[src/rtl/aspt_pkg.sv]
// shared types and constants for the adaptive schmitt period tracker
// no dependencies
package aspt_pkg;

  localparam int ENV_FRAC_BITS    = 16;
  localparam int PERIOD_FRAC_BITS = 8;

  localparam int SAMPLE_W = 24;
  localparam int ENV_W    = 24 + ENV_FRAC_BITS;
  localparam int ENV_LO_W = ENV_W / 2;
  localparam int ENV_HI_W = ENV_W - ENV_LO_W;
  localparam int PERIOD_W = 20 + PERIOD_FRAC_BITS;
  localparam int HI_W     = 23;
  localparam int D_W      = 20;
  localparam int RATE_W   = 19;
  localparam int FLOOR_W  = 23;
  localparam int CFG_W    = 23;
  localparam int CFG_IDX_W = 2;
  localparam int CNT_W    = 32;
  localparam int IDX_W    = 64;

  // shared multiplier: a operand wide enough for a period or a sample magnitude
  localparam int MUL_A_W  = (PERIOD_W > SAMPLE_W) ? PERIOD_W : SAMPLE_W;
  localparam int COEF_W   = 16;
  localparam int SHIFT_W  = 5;
  localparam int ACC_W    = ((ENV_W > PERIOD_W) ? ENV_W : PERIOD_W) + 17;

  localparam logic [COEF_W-1:0] C_ENV_KEEP = 16'd65405;
  localparam logic [COEF_W-1:0] C_ENV_NEW  = 16'd131;
  localparam logic [COEF_W-1:0] C_HI       = 16'd22938;
  localparam logic [COEF_W-1:0] C_LO       = 16'd29491;
  localparam logic [COEF_W-1:0] C_PER_KEEP = 16'd55706;
  localparam logic [COEF_W-1:0] C_PER_NEW  = 16'd9830;

  localparam logic [PERIOD_W-1:0] PERIOD_ONE = PERIOD_W'(1) << PERIOD_FRAC_BITS;

  localparam logic [RATE_W-1:0]  RATE_RESET  = 19'd48000;
  localparam logic [FLOOR_W-1:0] FLOOR_RESET = 23'd2500;

  localparam logic [CFG_IDX_W-1:0] REG_SAMPLE_RATE = 2'd0;
  localparam logic [CFG_IDX_W-1:0] REG_THRESH_FLOOR = 2'd1;

  localparam logic [1:0] LVL_MID  = 2'b00;
  localparam logic [1:0] LVL_HIGH = 2'b01;
  localparam logic [1:0] LVL_LOW  = 2'b11;

  typedef enum logic [3:0] {
    S_IDLE,
    S_ENV_L,
    S_ENV_H,
    S_ENV_M,
    S_HI_L,
    S_HI_H,
    S_LO,
    S_DECIDE,
    S_PER_X,
    S_PER_WB,
    S_OUT
  } state_t;

  typedef struct packed {
    logic               en;
    logic               clear;
    logic               rnd;
    logic [MUL_A_W-1:0] a;
    logic [COEF_W-1:0]  b;
    logic [SHIFT_W-1:0] shift;
  } mac_ctl_t;

endpackage

[src/rtl/adaptive_schmitt_period_tracker.sv]
// adaptive schmitt period tracker: one sample in, one result out
// out_valid in S_OUT, after S_ENV_L/H/M, S_HI_L/H, S_LO, S_DECIDE, S_PER_X/WB if smoothed
// one sample at a time: the next input is taken after the result transfer
// the sequence runs on the single shared multiply-accumulate unit, one product a cycle
// rst (synchronous) clears all tracking state and loads rate 48000 and floor 2500
module adaptive_schmitt_period_tracker import aspt_pkg::*; (
  input  logic                        clk,
  input  logic                        rst,
  input  logic                        in_valid,
  output logic                        in_ready,
  input  logic signed [SAMPLE_W-1:0]  sample,
  output logic                        out_valid,
  input  logic                        out_ready,
  output logic                        edge_res,
  output logic signed [1:0]           level,
  output logic [CNT_W-1:0]            edge_total,
  output logic [PERIOD_W-1:0]         period,
  output logic                        locked,
  input  logic                        cfg_valid,
  output logic                        cfg_ready,
  input  logic [CFG_IDX_W-1:0]        cfg_index,
  input  logic [CFG_W-1:0]            cfg_data
);

  // configuration registers
  logic [RATE_W-1:0]  sample_rate_hz;
  logic [FLOOR_W-1:0] threshold_floor;

  // tracking state
  logic [1:0]                 hyst_level;
  logic signed [SAMPLE_W-1:0] previous_sample;
  logic [ENV_W-1:0]           envelope;
  logic [IDX_W-1:0]           sample_index;
  logic [IDX_W-1:0]           last_edge_index;
  logic [CNT_W-1:0]           edges_seen;
  logic [PERIOD_W-1:0]        period_estimate;

  // per-item working registers
  logic signed [SAMPLE_W-1:0] cur_sample;
  logic [HI_W-1:0]            hi;
  logic [D_W-1:0]             interval;
  logic                       edge_flag;

  state_t state, state_next;

  mac_ctl_t         mac_ctl;
  logic [ACC_W-1:0] acc;

  aspt_mac u_mac (
    .clk (clk),
    .ctl (mac_ctl),
    .acc (acc)
  );

  // magnitude of the current sample, 24 bits holds 2^23
  logic [SAMPLE_W-1:0] mag;
  assign mag = cur_sample[SAMPLE_W-1] ? SAMPLE_W'(-cur_sample) : SAMPLE_W'(cur_sample);

  // envelope after this sample, read straight off the accumulator
  logic [ENV_W-1:0] env_new;
  assign env_new = acc[16 +: ENV_W];

  // high threshold before the floor is applied
  logic [HI_W-1:0] hi_raw;
  logic [HI_W-1:0] hi_sel;
  assign hi_raw = acc[16 + ENV_FRAC_BITS +: HI_W];
  assign hi_sel = (hi_raw < threshold_floor) ? threshold_floor : hi_raw;

  // hysteresis decision, all compares done at 25 bits signed
  logic signed [SAMPLE_W:0] s_x, p_x, hi_x, lo_x;
  logic                     up_edge, down_edge, to_mid_hi, to_mid_lo;
  logic [1:0]               level_next;

  always_comb begin
    s_x  = SAMPLE_W'(cur_sample) == '0 ? '0 : {cur_sample[SAMPLE_W-1], cur_sample};
    p_x  = {previous_sample[SAMPLE_W-1], previous_sample};
    hi_x = {2'b00, hi};
    lo_x = {2'b00, acc[16 +: HI_W]};
    up_edge   = (hyst_level != LVL_HIGH) && (p_x < hi_x) && (s_x >= hi_x);
    down_edge = (hyst_level != LVL_LOW) && (p_x > -hi_x) && (s_x <= -hi_x);
    to_mid_hi = (hyst_level == LVL_HIGH) && (s_x <= lo_x);
    to_mid_lo = (hyst_level == LVL_LOW) && (s_x >= -lo_x);
    if (up_edge) begin
      level_next = LVL_HIGH;
    end else if (down_edge) begin
      level_next = LVL_LOW;
    end else if (to_mid_hi || to_mid_lo) begin
      level_next = LVL_MID;
    end else begin
      level_next = hyst_level;
    end
  end

  logic is_edge;
  assign is_edge = up_edge || down_edge;

  // plausibility window for the edge-to-edge interval
  logic [IDX_W-1:0] d_full;
  logic [D_W-1:0]   rate_x2;
  logic [D_W-1:0]   d_x4000;
  logic             too_long, too_short, take;
  logic             first_load;

  always_comb begin
    d_full   = sample_index - last_edge_index;
    rate_x2  = {sample_rate_hz, 1'b0};
    // 4000*d only matters while d is below 256, beyond that it tops any rate
    d_x4000  = D_W'(d_full[7:0]) * D_W'(4000);
    too_long  = (d_full[IDX_W-1:D_W] != '0) || (d_full[D_W-1:0] > rate_x2);
    too_short = (d_full[IDX_W-1:8] == '0) && (d_x4000 < D_W'(sample_rate_hz));
    take      = is_edge && (edges_seen != '0) && (d_full != '0) && !too_long && !too_short;
    first_load = (period_estimate <= PERIOD_ONE);
  end

  // smoothed period with saturation
  logic [PERIOD_W-1:0] per_smooth;
  assign per_smooth = (acc[ACC_W-1:16+PERIOD_W] != '0) ? '1 : acc[16 +: PERIOD_W];

  // sequencer: next state and multiplier control
  always_comb begin
    state_next    = state;
    mac_ctl       = '0;
    mac_ctl.a     = '0;
    mac_ctl.b     = '0;
    mac_ctl.shift = '0;
    case (state)
      S_IDLE: begin
        if (in_valid) begin
          // preload the rounding constant for the envelope update
          mac_ctl.en    = 1'b1;
          mac_ctl.clear = 1'b1;
          mac_ctl.rnd   = 1'b1;
          state_next    = S_ENV_L;
        end
      end
      S_ENV_L: begin
        mac_ctl.en = 1'b1;
        mac_ctl.a  = MUL_A_W'(envelope[ENV_LO_W-1:0]);
        mac_ctl.b  = C_ENV_KEEP;
        state_next = S_ENV_H;
      end
      S_ENV_H: begin
        mac_ctl.en    = 1'b1;
        mac_ctl.a     = MUL_A_W'(envelope[ENV_W-1:ENV_LO_W]);
        mac_ctl.b     = C_ENV_KEEP;
        mac_ctl.shift = SHIFT_W'(ENV_LO_W);
        state_next    = S_ENV_M;
      end
      S_ENV_M: begin
        mac_ctl.en    = 1'b1;
        mac_ctl.a     = MUL_A_W'(mag);
        mac_ctl.b     = C_ENV_NEW;
        mac_ctl.shift = SHIFT_W'(ENV_FRAC_BITS);
        state_next    = S_HI_L;
      end
      S_HI_L: begin
        mac_ctl.en    = 1'b1;
        mac_ctl.clear = 1'b1;
        mac_ctl.a     = MUL_A_W'(env_new[ENV_LO_W-1:0]);
        mac_ctl.b     = C_HI;
        state_next    = S_HI_H;
      end
      S_HI_H: begin
        mac_ctl.en    = 1'b1;
        mac_ctl.a     = MUL_A_W'(envelope[ENV_W-1:ENV_LO_W]);
        mac_ctl.b     = C_HI;
        mac_ctl.shift = SHIFT_W'(ENV_LO_W);
        state_next    = S_LO;
      end
      S_LO: begin
        mac_ctl.en    = 1'b1;
        mac_ctl.clear = 1'b1;
        mac_ctl.a     = MUL_A_W'(hi_sel);
        mac_ctl.b     = C_LO;
        state_next    = S_DECIDE;
      end
      S_DECIDE: begin
        if (take && !first_load) begin
          mac_ctl.en    = 1'b1;
          mac_ctl.clear = 1'b1;
          mac_ctl.rnd   = 1'b1;
          mac_ctl.a     = MUL_A_W'(period_estimate);
          mac_ctl.b     = C_PER_KEEP;
          state_next    = S_PER_X;
        end else begin
          state_next = S_OUT;
        end
      end
      S_PER_X: begin
        mac_ctl.en    = 1'b1;
        mac_ctl.a     = MUL_A_W'(interval);
        mac_ctl.b     = C_PER_NEW;
        mac_ctl.shift = SHIFT_W'(PERIOD_FRAC_BITS);
        state_next    = S_PER_WB;
      end
      S_PER_WB: begin
        state_next = S_OUT;
      end
      S_OUT: begin
        if (out_ready) begin
          state_next = S_IDLE;
        end
      end
      default: begin
        state_next = S_IDLE;
      end
    endcase
  end

  always_ff @(posedge clk) begin
    if (rst) begin
      state <= S_IDLE;
    end else begin
      state <= state_next;
    end
  end

  // configuration writes, an index past the list is dropped
  always_ff @(posedge clk) begin
    if (rst) begin
      sample_rate_hz  <= RATE_RESET;
      threshold_floor <= FLOOR_RESET;
    end else if (cfg_valid && cfg_ready) begin
      case (cfg_index)
        REG_SAMPLE_RATE:  sample_rate_hz  <= cfg_data[RATE_W-1:0];
        REG_THRESH_FLOOR: threshold_floor <= cfg_data[FLOOR_W-1:0];
        default: ;
      endcase
    end
  end

  // tracking state updates
  always_ff @(posedge clk) begin
    if (rst) begin
      hyst_level      <= LVL_MID;
      previous_sample <= '0;
      envelope        <= '0;
      sample_index    <= '0;
      last_edge_index <= '0;
      edges_seen      <= '0;
      period_estimate <= '0;
      edge_flag       <= 1'b0;
    end else begin
      case (state)
        S_HI_L: begin
          envelope <= env_new;
        end
        S_DECIDE: begin
          hyst_level      <= level_next;
          edge_flag       <= is_edge;
          previous_sample <= cur_sample;
          sample_index    <= sample_index + IDX_W'(1);
          if (is_edge) begin
            last_edge_index <= sample_index;
            if (edges_seen != '1) begin
              edges_seen <= edges_seen + CNT_W'(1);
            end
          end
          // first accepted interval loads directly, it always fits below 2^20
          if (take && first_load) begin
            period_estimate <= PERIOD_W'(d_full[D_W-1:0]) << PERIOD_FRAC_BITS;
          end
        end
        S_PER_WB: begin
          period_estimate <= per_smooth;
        end
        default: ;
      endcase
    end
  end

  // payload registers of the item in flight
  always_ff @(posedge clk) begin
    if (state == S_IDLE && in_valid) begin
      cur_sample <= sample;
    end
    if (state == S_LO) begin
      hi <= hi_sel;
    end
    if (state == S_DECIDE) begin
      interval <= d_full[D_W-1:0];
    end
  end

  // no transfer is taken while reset is held
  assign in_ready   = (state == S_IDLE) && !rst;
  assign out_valid  = (state == S_OUT);
  assign cfg_ready  = !rst;
  assign edge_res   = edge_flag;
  assign level      = hyst_level;
  assign edge_total = edges_seen;
  assign period     = period_estimate;
  assign locked     = (period_estimate > PERIOD_ONE) && (edges_seen >= CNT_W'(2));

endmodule

[src/rtl/aspt_mac.sv]
// shared multiply-accumulate unit of the period tracker
// depends on aspt_pkg
module aspt_mac import aspt_pkg::*; (
  input  logic             clk,
  input  mac_ctl_t         ctl,
  output logic [ACC_W-1:0] acc
);

  logic [MUL_A_W+COEF_W-1:0] prod;
  logic [ACC_W-1:0]          term;
  logic [ACC_W-1:0]          base;
  logic [ACC_W-1:0]          acc_next;

  always_comb begin
    prod     = ctl.a * ctl.b;
    term     = ACC_W'(prod) << ctl.shift;
    base     = ctl.clear ? '0 : acc;
    acc_next = base + term + (ctl.rnd ? ACC_W'(32768) : '0);
  end

  always_ff @(posedge clk) begin
    if (ctl.en) begin
      acc <= acc_next;
    end
  end

endmodule

[config.mk]
export PLATFORM = sky130hd
export DESIGN_NAME = adaptive_schmitt_period_tracker
export DESIGN_NICKNAME = d
export VERILOG_FILES = /design/src/rtl/aspt_pkg.sv /design/src/rtl/adaptive_schmitt_period_tracker.sv /design/src/rtl/aspt_mac.sv
export SDC_FILE = /design/constraint.sdc
export NUM_CORES = 2
export LEC_CHECK = 0
export BUFFER_PORTS_ARGS = -buffer_cell sky130_fd_sc_hd__buf_2
export CAP_MARGIN = 20
export CELL_PAD_IN_SITES_DETAIL_PLACEMENT = 1
export CELL_PAD_IN_SITES_GLOBAL_PLACEMENT = 1
export CORE_ASPECT_RATIO = 1.2
export CORE_MARGIN = 2
export CORE_UTILIZATION = 30
export CTS_BUF_LIST = sky130_fd_sc_hd__clkbuf_8
export DETAILED_ROUTE_END_ITERATION = 6
export GPL_TIMING_DRIVEN = 0
export HOLD_SLACK_MARGIN = 0.06
export MAX_ROUTING_LAYER = met4
export PLACE_DENSITY = 0.61
export SETUP_SLACK_MARGIN = 0.4
export SLEW_MARGIN = 20
export SYNTH_ARGS = -nofsm -noshare
export SYNTH_HDL_FRONTEND = slang
export SYNTH_HIERARCHICAL = 1
export SYNTH_SLANG_ARGS = --single-unit
[constraint.sdc]
create_clock -name clk -period 54 [get_ports clk]
set_input_delay 5.4 -clock clk [delete_from_list [all_inputs] [get_ports clk]]
set_output_delay 5.4 -clock clk [all_outputs]
set_load 0.01 [all_outputs]
# [After elaboration in Yosys (flattened, before gate mapping)]
# Cells that the tools add are included.
[totals] register_bits=425 word_cells=123
[op_classes] add_sub_neg=8 n_mul=2 order_cmp=12 n_eq_ne=19 shifts=1 n_mux=22 reduce_logical=44
[op_table] op="$pmux 44 s8" count=1
[op_table] op="$add 57x57->57" count=2
[op_table] op="$add 64x1->64 const B" count=1
[op_table] op="$reduce_bool 64->1" count=1
[op_table] op="$sub 64x64->64" count=1
[op_table] op="$mux 57" count=1
[op_table] op="$shl 44x5->57" count=1
[op_table] op="$logic_not 56->1" count=1
[op_table] op="$mux 28" count=2
[op_table] op="$pmux 28 s2" count=1
[op_table] op="$neg 23->25" count=2
[op_table] op="$mux 47" count=1
[op_table] op="$mul 28x16->44" count=1
[op_table] op="$pmux 4 s11" count=1
[op_table] op="$reduce_bool 44->1" count=1
[op_table] op="$add 32x1->32 const B" count=1
[op_table] op="$ge 32x2->1 const B" count=1
[op_table] op="$ne 32x32->1 const B" count=1
[op_table] op="$reduce_bool 32->1" count=1
[op_table] op="$gt 28x9->1 const B" count=1
[op_table] op="$le 28x9->1 const B" count=1
[op_table] op="$ge 25x24->1" count=1
[op_table] op="$ge 25x25->1" count=1
[op_table] op="$gt 24x25->1" count=1
[op_table] op="other kinds (39)" count=81

# [Logic depth before layout (Yosys ltp)]
[depth] word_depth=16 ltp_mapped=79 ltp_nobuf=75

# [By module]
# Netlist, hierarchy kept.
[modules_own_cells] module="adaptive_schmitt_period_tracker" instances=1 cells_per_inst=3508 area_per_inst_um2=27901.8 seq_area_each_um2=8037.7
[modules_own_cells] module="aspt_mac" instances=1 cells_per_inst=2712 area_per_inst_um2=23156.0 seq_area_each_um2=1711.6

# [Worst setup path before layout]
# Ideal clock, no wire load.
[synth_path] path_type="register to register" start="reg sample_index[0]" end="reg u_mac.acc[56] (data pin)" arrival_time_ns=17.088 t_required_ns=53.732 slack_ns=36.645 stages_incl_launch_ff=72 path_buffers=4 path_cell_list="dfxtp_1 inv_1 ha_1 inv_1 fa_1 a211oi_1 o21ai_2 xnor2_1 inv_1 ha_1 inv_1 fa_1 inv_1 fa_1 ha_1 ha_1 or3_1 o21a_1 [36 not listed] mux4_1 mux2i_1 o21ai_0 mux2i_1 ha_1 ha_1 clkbuf_1 nand4_1 nor4_1 nand2b_1 o211ai_1 a31oi_1 o21ba_2 a211o_1 nor2_1 o41ai_1 o21ai_0 xnor3_1"
[synth_lines] element="from (decl)" line="adaptive_schmitt_period_tracker.sv:33" source="logic [IDX_W-1:0] sample_index;"
[synth_lines] element="from (signal assigned)" line="adaptive_schmitt_period_tracker.sv:252" source="sample_index <= sample_index + IDX_W'(1);"
[synth_lines] element="to (signal assigned)" line="aspt_mac.sv:23" source="acc <= acc_next;"
[synth_lines] element="to (decl)" line="aspt_mac.sv:6" source="output logic [ACC_W-1:0] acc"

==> impl_metrics.tcl <==
set metrics [dict create \
    status "complete, but fails checks" \
    violations "design-rule violations" \
    dr.pass1.iters 7 \
    dieArea_mm2 0.174 \
    hold_path_class "reg2reg" \
    cp_top_family "adder cells" \
    grt_overflow 0 \
    final_util_pct 33.3 \
    antenna_found_initial 15 \
    cts_sinks 425 \
    setup.worst_path.start "sample_index[0]" \
    syn_inst 6220 \
    root_buffer "clkbuf_8" \
    ys.flop_type "dfxtp_1" \
    drv_slew 0 \
    min_from "threshold_floor[22]" \
    max-cap-violations 0 \
    critPathLaunchType "flop" \
    cts_setup_buffers 0 \
    antenna_left 0 \
    power.density_mw_per_mm2 24.3 \
    path_max_fanout 10 \
    max_freq_mhz 45.8 \
    worstSetupEndpointType "flop" \
    yosys_warnings 6 \
    synthTopCellsByCount "nand2_1, inv_1, ha_1" \
    avgSynthCellArea_um2 8.21 \
    grtUsageTotal_pct 24.7 \
    power_mw 1.37 \
    setup_slack_ns 32.17 \
    die_h_um 456 \
    hold_viol 0 \
    initial_core_util_pct 30.2 \
    max_stage_delay_ns 0.73 \
    clkTransAtPathRegs_ns 0.06 \
    crit_buf_inv 12 \
    ir_drop_v 0.0000148 \
    setup_viol 0 \
    num_rows 165 \
    fill_cells 20600 \
    cts_resized 0 \
    die_x_um 381 \
    tightest_slew_ns 1.15 \
    clock_latency_ns 0.82 \
    grt_pass1_vias 49700 \
    skew_ns 0.0667 \
    cts_hold_buf 0 \
    cp.arrival_ns 22.35 \
    ys_ff_latch 425 \
    r2r-start "sample_index[0]" \
    dp_slack_ns 32.27 \
    area_delta_synth_final_pct 10.3 \
    cp_slowest_cell "buf_1" \
    yosysTopAreaCell "fa_1" \
    dp_hpwl_um 176000 \
    required_ns 54.52 \
    clockBufferDepth 3 \
    rsz0062_at_grt "no" \
    nets 7398 \
    io_pins 121 \
    yosysMostFrequentCell "nand2_1" \
    grt_max_degree 33 \
    synth.distinct_cells 125 \
    cpMostUsedCell "fa_1" \
    routedWlPerCell_um 24.2 \
    r2r_slack_ns 32.17 \
    synthArstFlopShare_pct 0 \
    synth_area_mm2 0.0511 \
    cts_made_buffers 76 \
    synth_edf_count 124 \
    tritoncts "yes" \
    p_leak_nw 26.1 \
    synth.area.top_cells "fa_1, ha_1, dfxtp_1" \
    portBuffers 120 \
    drc 8 \
    yosysSeqAreaShare_pct 19.1 \
    worst-setup-path-type "reg2reg" \
    fin_setup_tns_ns 0 \
    drive_above_1_share_pct 6.53 \
    layout_min_cycle_time_ns 21.83 \
    htree_levels 3 \
    hold_slack_ns 0.453 \
    core_area_mm2 0.169 \
    drt_iter0_markers 2939 \
    synth_top_area_share_pct 15.1 \
    num_vias 46900 \
    grt_pass1_wl_um 318000 \
    viasPerCell 5.36 \
    wl_um 212000 \
    place.gp.congestion 0.961 \
    slew_headroom_pct 23.2 \
    post-route-period-util_pct 40.4 \
]
final timing paths:
check,to,cells after the start
hold / removal,threshold_floor[22],2
setup reg to reg,u_mac/acc[56],71
hold reg to reg,threshold_floor[22],2
setup / recovery,u_mac/acc[56],71
cell type report:
cell class | instances | area [um^2] | area share (%)
diodes | 7 | 17.5 | 0.0311
plain buffers | 310 | 1310 | 2.32
clock inverters | 47 | 358 | 0.636
clock buffers | 90 | 1240 | 2.20
flip-flops and latches | 425 | 9750 | 17.3
multi-input cells | 4819 | 37600 | 66.7
inverters | 672 | 2520 | 4.48
repair buffers | 126 | 726 | 1.29
well taps | 2254 | 2820 | 5.01
state kept, by name, indices dropped and copies added (netlist names), 23 cells and up:
name             flops
threshold_floor     23
envelope            40
hi                  23
period              28
cur_sample          24
last_edge_index     64
u_mac/acc           57
edge_total          32
previous_sample     24
sample_index        64
tightest hold or removal path: stages (launching register included):
cell	delay, ns
dfxtp_1	0.31
nand2_1	0.05
a21oi_1	0.05
where the power goes:
| group | internal (mW) | total, mW | switching [mW] |
|---|---|---|---|
| Sequential | 0.370 | 0.432 | 0.0624 |
| Combinational | 0.213 | 0.597 | 0.384 |
| Clock | 0.176 | 0.338 | 0.161 |
| Total | 0.759 | 1.37 | 0.607 |
through the flow:
step,cell area (um^2),instances
6_report,56300,8750
5_1_grt,56300,8745
4_1_cts,56300,8743
3_5_place_dp,54700,8606
3_3_place_gp,54500,8600
2_1_floorplan,51100,6226
cell usage in the layout (no fill, tap or decap), types with 177 or more instances in the layout:
| cell type | n |
|---|---|
| ha_1 | 530 |
| a21oi_1 | 394 |
| inv_1 | 693 |
| dfxtp_1 | 301 |
| clkbuf_1 | 225 |
| nor2_1 | 454 |
| nand2_1 | 870 |
| fa_1 | 384 |
| o21ai_0 | 228 |
| and2_1 | 194 |
| xnor2_1 | 177 |
cell families (layout without fill, tap and decap cells):
group | count (synthesis) | in the layout | synth area share [%]
mux | 167 | 167 | 3.98
compound gates | 1215 | 1215 | 15.6
flops | 425 | 425 | 19.1
buf+inv | 982 | 1245 | 7.49
fa+ha+maj | 915 | 915 | 28.1
xor+xnor | 291 | 291 | 5.05
simple gates | 2224 | 2224 | 20.7
other cells | 1 | 14 | 0.00734
routing by layer:
| metal | GRT usage, % | part of all wire (%) |
|---|---|---|
| met1 | 27.6 | 39 |
| met2 | 43.7 | 51 |
| met3 | 3.02 | 4.4 |
| met4 | 11.7 | 5.4 |
| met5 | - | 0 |
No activity file was read; power rests on OpenSTA's default activity.
